File: config.mk
export PLATFORM = sky130hd
export DESIGN_NAME = atac_modred
export DESIGN_NICKNAME = d
export VERILOG_FILES = /design/src/hdl/atac_pkg.sv /design/src/hdl/atac_modred.sv
export SDC_FILE = /design/constraint.sdc
export NUM_CORES = 1
export LEC_CHECK = 0
export ABC_AREA = 1
export BUFFER_PORTS_ARGS = -buffer_cell sky130_fd_sc_hd__buf_2
export CAP_MARGIN = 15
export CORE_ASPECT_RATIO = 1.4
export CORE_MARGIN = 1
export CORE_UTILIZATION = 53
export DETAILED_ROUTE_END_ITERATION = 7
export PLACE_DENSITY_LB_ADDON = 0.12
export SLEW_MARGIN = 20
export SYNTH_ARGS = -nofsm -noshare
export SYNTH_HDL_FRONTEND = slang
export SYNTH_SLANG_ARGS = --single-unit
File: constraint.sdc
create_clock -name clk -period 0.8 [get_ports clk]
set_clock_uncertainty 0.05 [all_clocks]
set_input_delay 0.24 -clock clk [delete_from_list [all_inputs] [get_ports clk]]
set_output_delay 0.24 -clock clk [all_outputs]
set_load 0.01 [all_outputs]
File: src/hdl/atac_pkg.sv
// Shared widths, codes and the half-revolution wrap for the alt-az target unit.
`default_nettype none

package atac_pkg;

	localparam int UW  = 34;          // modulo reduction operand width (offset, always >= 0)
	localparam int RMW = 30;          // widest residue (one revolution is at most 2^30 counts)
	localparam int DPW = RMW + 1;     // wrapped difference, signed
	localparam int XW  = 33;          // axis target before limit checks, signed
	localparam int AW  = 27;          // angle in degrees Q.16, signed
	localparam int PW  = 60;          // angle times counts per degree, Q.32
	localparam int QW  = 28;          // integer part of that product

	localparam logic signed [AW-1:0] ANG_90_DEG = 27'sd5898240;

	typedef enum logic [1:0] {
		ZM_NONE = 2'd0,
		ZM_HALF = 2'd1,
		ZM_FULL = 2'd2
	} zmode_t;

	typedef enum logic [2:0] {
		CFG_AZ_ZERO_OFFSET   = 3'd0,
		CFG_ZD_ZERO_OFFSET   = 3'd1,
		CFG_AZ_COUNTS_PER_DEG  = 3'd2,
		CFG_ALT_COUNTS_PER_DEG = 3'd3,
		CFG_AZ_MIN_COUNTS    = 3'd4,
		CFG_AZ_MAX_COUNTS    = 3'd5,
		CFG_ALT_MIN_COUNTS   = 3'd6,
		CFG_ALT_MAX_COUNTS   = 3'd7
	} cfg_idx_t;

	// Residue r in [0, t) to the congruent value in [-t/2, t/2]; on an exact
	// half the sign follows pos.
	function automatic logic signed [DPW-1:0] wrap_half(input logic [RMW-1:0] r,
			input logic [RMW:0] t, input logic pos);
		logic [RMW+1:0] r2;
		logic [RMW+1:0] te;
		logic [RMW+1:0] diff;
		logic signed [DPW-1:0] res;
		r2   = {r, 1'b0};
		te   = {1'b0, t};
		diff = {2'b00, r} - te;
		if (r2 < te) begin
			res = $signed({1'b0, r});
		end else if (r2 > te) begin
			res = $signed(diff[DPW-1:0]);
		end else if (pos) begin
			res = $signed({1'b0, t[RMW:1]});
		end else begin
			res = -$signed({1'b0, t[RMW:1]});
		end
		return res;
	endfunction

endpackage

`default_nettype wire

File: src/hdl/atac_modred.sv
// Pipelined modulo reduction by a fixed revolution, at most one compare-subtract per stage.
`default_nettype none

module atac_modred #(
	parameter int unsigned T    = 32'd16777216,
	parameter int          NSTG = 10
) (
	input  logic                      clk,
	input  logic [atac_pkg::UW-1:0]   x_in,
	output logic [$clog2(T)-1:0]      r_out
);
	import atac_pkg::*;

	// steps this modulus needs so that T << steps covers the whole operand
	localparam int NEED = UW + 1 - $clog2(T + 1);

	logic [UW-1:0] stg_q [NSTG];

	for (genvar i = 0; i < NSTG; i++) begin : g_step
		localparam int K = NSTG - 1 - i;
		logic [UW-1:0] x_cur;

		if (i == 0) begin : g_first
			assign x_cur = x_in;
		end else begin : g_next
			assign x_cur = stg_q[i-1];
		end

		if (K < NEED) begin : g_sub
			localparam logic [UW-1:0] TK = UW'(64'(T) << K);
			always_ff @(posedge clk) begin
				stg_q[i] <= (x_cur >= TK) ? (x_cur - TK) : x_cur;
			end
		end else begin : g_pass
			always_ff @(posedge clk) begin
				stg_q[i] <= x_cur;
			end
		end
	end

	assign r_out = stg_q[NSTG-1][$clog2(T)-1:0];

endmodule

`default_nettype wire
* Word-level counts from Yosys, hierarchy flattened *
Memories as Yosys holds them, arrays and structs flattened.
Cells that the tools add are included.

cells by class
  $lt $le $gt $ge = 10
  add/subtract/negate cells = 10
  multiplexer cells = 10

operators with widths
  operator                  count
  $mux W34                  10
  $ge A34 B25 Y1 const B    1
  $ge A34 B26 Y1 const B    1
  $ge A34 B27 Y1 const B    1
  $ge A34 B28 Y1 const B    1
  $ge A34 B29 Y1 const B    1
  $ge A34 B30 Y1 const B    1
  $ge A34 B31 Y1 const B    1
  $ge A34 B32 Y1 const B    1
  $ge A34 B33 Y1 const B    1
  $ge A34 B34 Y1 const B    1
  $sub A34 B25 Y34 const B  1
  $sub A34 B26 Y34 const B  1
  $sub A34 B27 Y34 const B  1
  $sub A34 B28 Y34 const B  1
  $sub A34 B29 Y34 const B  1
  $sub A34 B30 Y34 const B  1
  $sub A34 B31 Y34 const B  1
  $sub A34 B32 Y34 const B  1
  $sub A34 B33 Y34 const B  1
  $sub A34 B34 Y34 const B  1

word-level totals
  memories = 1
  word-level logic and storage cells = 31
  register bits after elaboration = 0
  input bits = 35
  bits in writable memories = 340
  output and inout bits = 24

memory list
  memory  words  width  rd ports  clocked after memory_dff  write ports  line               text
  stg_q   10     34     10        0                         10           atac_modred.sv:17  logic [UW-1:0] stg_q [NSTG];

* Logic depth before layout (Yosys ltp) *
  depth after elaboration = 2
  gate-level depth with buffers = 0
  depth with buffers taken out = 0

* Worst setup path after synthesis *
No wires, ideal clock.

  path kind = reg-to-output
  start point = memory stg_q[9][0]
  end point = output port r_out[0]
  path slack = 0.179 ns
  path buffers = 0
  arrival time = 0.331 ns
  data required time = 0.510 ns
  cell stages (with the launch flop) = 1
  cell sequence = dfxtp_1

RTL lines
  element      line               text
  from (decl)  atac_modred.sv:17
  to (decl)    atac_modred.sv:10  output logic [$clog2(T)-1:0] r_out

==> run_results.csv <==
group,metric,value,unit
run_status,outcome,"finished with violations",
run_status,violations,"setup timing",
die,die_h,115,um
clocking,clk_latency,0.45,ns
final_layout,layout.cells.non_filler,449,
setup_path,crit_type,"reg -> out",
clocking,max-clock-path-buffers,3,
sta,final_max_slew_viol_count,0,
synth,synthCells,240,
final_layout,n_antenna_cell,0,
clocking,clk_pin_slew,0.07,ns
final_layout,layout_common_cells,"dfxtp_1, buf_2, dlygate4sd3_1",
sta,rsz0062_at_grt,"yes",
clocking,post-cts-setup-buffer-count,0,
sta,worst_slew_pin_slew,0.0998,ns
final_layout,final_layout_size_suffix_gt1_frac,0.241,
sta,setup_viol,24,
synth,yosysUniqueCellTypes,1,
place,place_area,5180,um^2
final_layout,multi_input_area,0,um^2
final_layout,top_register,"stg_q",
grt,grt-ovfl-total,0,
final_layout,nets,368,
route,drc,0,
sta,fmax,857,MHz
synth,ys_ff_latch,240,
final_layout,layout_commonest_cell,"dfxtp_1",
sta,slew_headroom,0.933,
pwr,power,22.4,mW
setup_path,cp-start-kind,"register",
setup_path,crit_buf_inv,1,
setup_path,path_delay_family,"flip-flops",
route,drt-initial-drc-count,80,
grt,grt_antenna_before_repair,0,
die,io_pins,59,
clocking,cts_tree,"built",
place,preCtsSetupSlack,0.103,ns
sta,worst_hold_slack,0.273,ns
hold_path,hold_class,"reg -> reg",
final_layout,final_area,6110,um^2
final_layout,final_util,0.702,
route,antenna_left,0,
synth,ys_seq_area_frac,1.00,
die,row_count,40,
sta,fin_crit_sh,1.46,
setup_path,cp_slowest_cell,"dfxtp_2",
route,via_count,1716,
synth,synth_area_leaders,"dfxtp_1",
route,drt_wl_total,3.70,mm
synth,yosys.area.top_type,"dfxtp_1",
pwr,power.leakage,2.65,nW
setup_path,cp.arrival,0.88,ns
die,dieArea,9460,um^2
pwr,p_per_area,3660,nW/um^2
die,coreArea,8710,um^2
setup_path,required,0.51,ns
clocking,numCtsBuffers,19,
clocking,root_buffer,"clkbuf_16",
final_layout,largest_reg_flops,240,
synth,syn_area,4800,um^2
place,gp_congestion,0.522,
setup_path,worst_setup_path_end_kind,"output port",
sta,hold_viol,0,
grt,track_usage,0.0957,
route,dr.pass1.iters,2,
clocking,htreeDepth,1,
die,initial_core_util,0.552,
synth,yosysTopAreaCellShare,1.00,
setup_path,critPathMaxFanout,1,
setup_path,path_cells,"buf_6",
route,wl_per_cell,8.25,um
route,routed_via_density,3.82,
final_layout,synthToLayoutAreaGrowth,27.2,%
place,portBuffers,48,
grt,grt_max_degree,20,
clocking,numClockSinks,240,
sta,min_period,1.17,ns
sta,fin_ws,-0.366,ns
synth,postSynthAreaPerCell,20.0,um^2
synth,yosysWarnings,0,
die,fp.dieW,82.5,um
grt,grt_pass1_wl,7.00,mm
synth,synth_nets,275,
setup_path,critPathMaxStageDelay,0.32,ns
final_layout,nMultiInputCombCells,0,
run,maxCapViolCount,0,
grt,grt_pass1_vias,1658,
place,dp_cells,393,
final_layout,reg_top3,"stg_q (240)",
sta,setup_tns,-8.62,ns
pwr,max-vdd-ir-drop,0.00255,V
==> power breakdown <==
part / internal, mW / switching (mW) / total [mW]
Sequential: 12.6 / 0.123 / 12.7
Combinational: 0.169 / 0.0766 / 0.246
Clock: 5.78 / 3.62 / 9.41
Total: 18.5 / 3.82 / 22.4
==> cell families (layout without fill, tap and decap cells) <==
| group | after synthesis | count (layout) | share of synthesized area |
|---|---|---|---|
| buf+inv | 0 | 104 | 0 |
| flops | 240 | 240 | 1.00 |
==> synth_stat cells <==
cell and instances:
dfxtp_1 240
==> layer usage <==
layer / track usage / part of all wire
met5: 0 / 0
met4: 0.0585 / 0.034
met3: 0.0271 / 0.065
met2: 0.136 / 0.47
met1: 0.129 / 0.43
==> cell type report <==
class | count | area (um^2)
Timing Repair Buffer | 72 | 505
Tap cell | 105 | 131
Fill cell | 546 | 2600
Clock buffer | 25 | 548
Clock inverter | 7 | 116
Sequential cell | 240 | 4810
==> what timing repair did <==
action	CTS	global route
cloned	0	0
endpoints found under the hold margin	24	0
hold buffers	24	0
gates resized for setup	0	8
endpoints found under the setup margin	24	24
==> path summary, 6_finish.rpt <==
| kind | end | depth (start not counted) | from | slack, ns |
|---|---|---|---|---|
| worst min-delay path | stg_q[6][6]$_DFF_P_ | 0 | stg_q[5][6]$_DFF_P_ | 0.27 |
| worst min register to register | stg_q[6][6]$_DFF_P_ | 0 | stg_q[5][6]$_DFF_P_ | 0.27 |
| worst max register to register | stg_q[7][23]$_DFF_P_ | 0 | stg_q[6][23]$_DFF_P_ | 0.34 |
| worst max-delay path | r_out[21] | 1 | stg_q[9][21]$_DFF_P_ | -0.37 |
(Power assumes the default switching activity.)
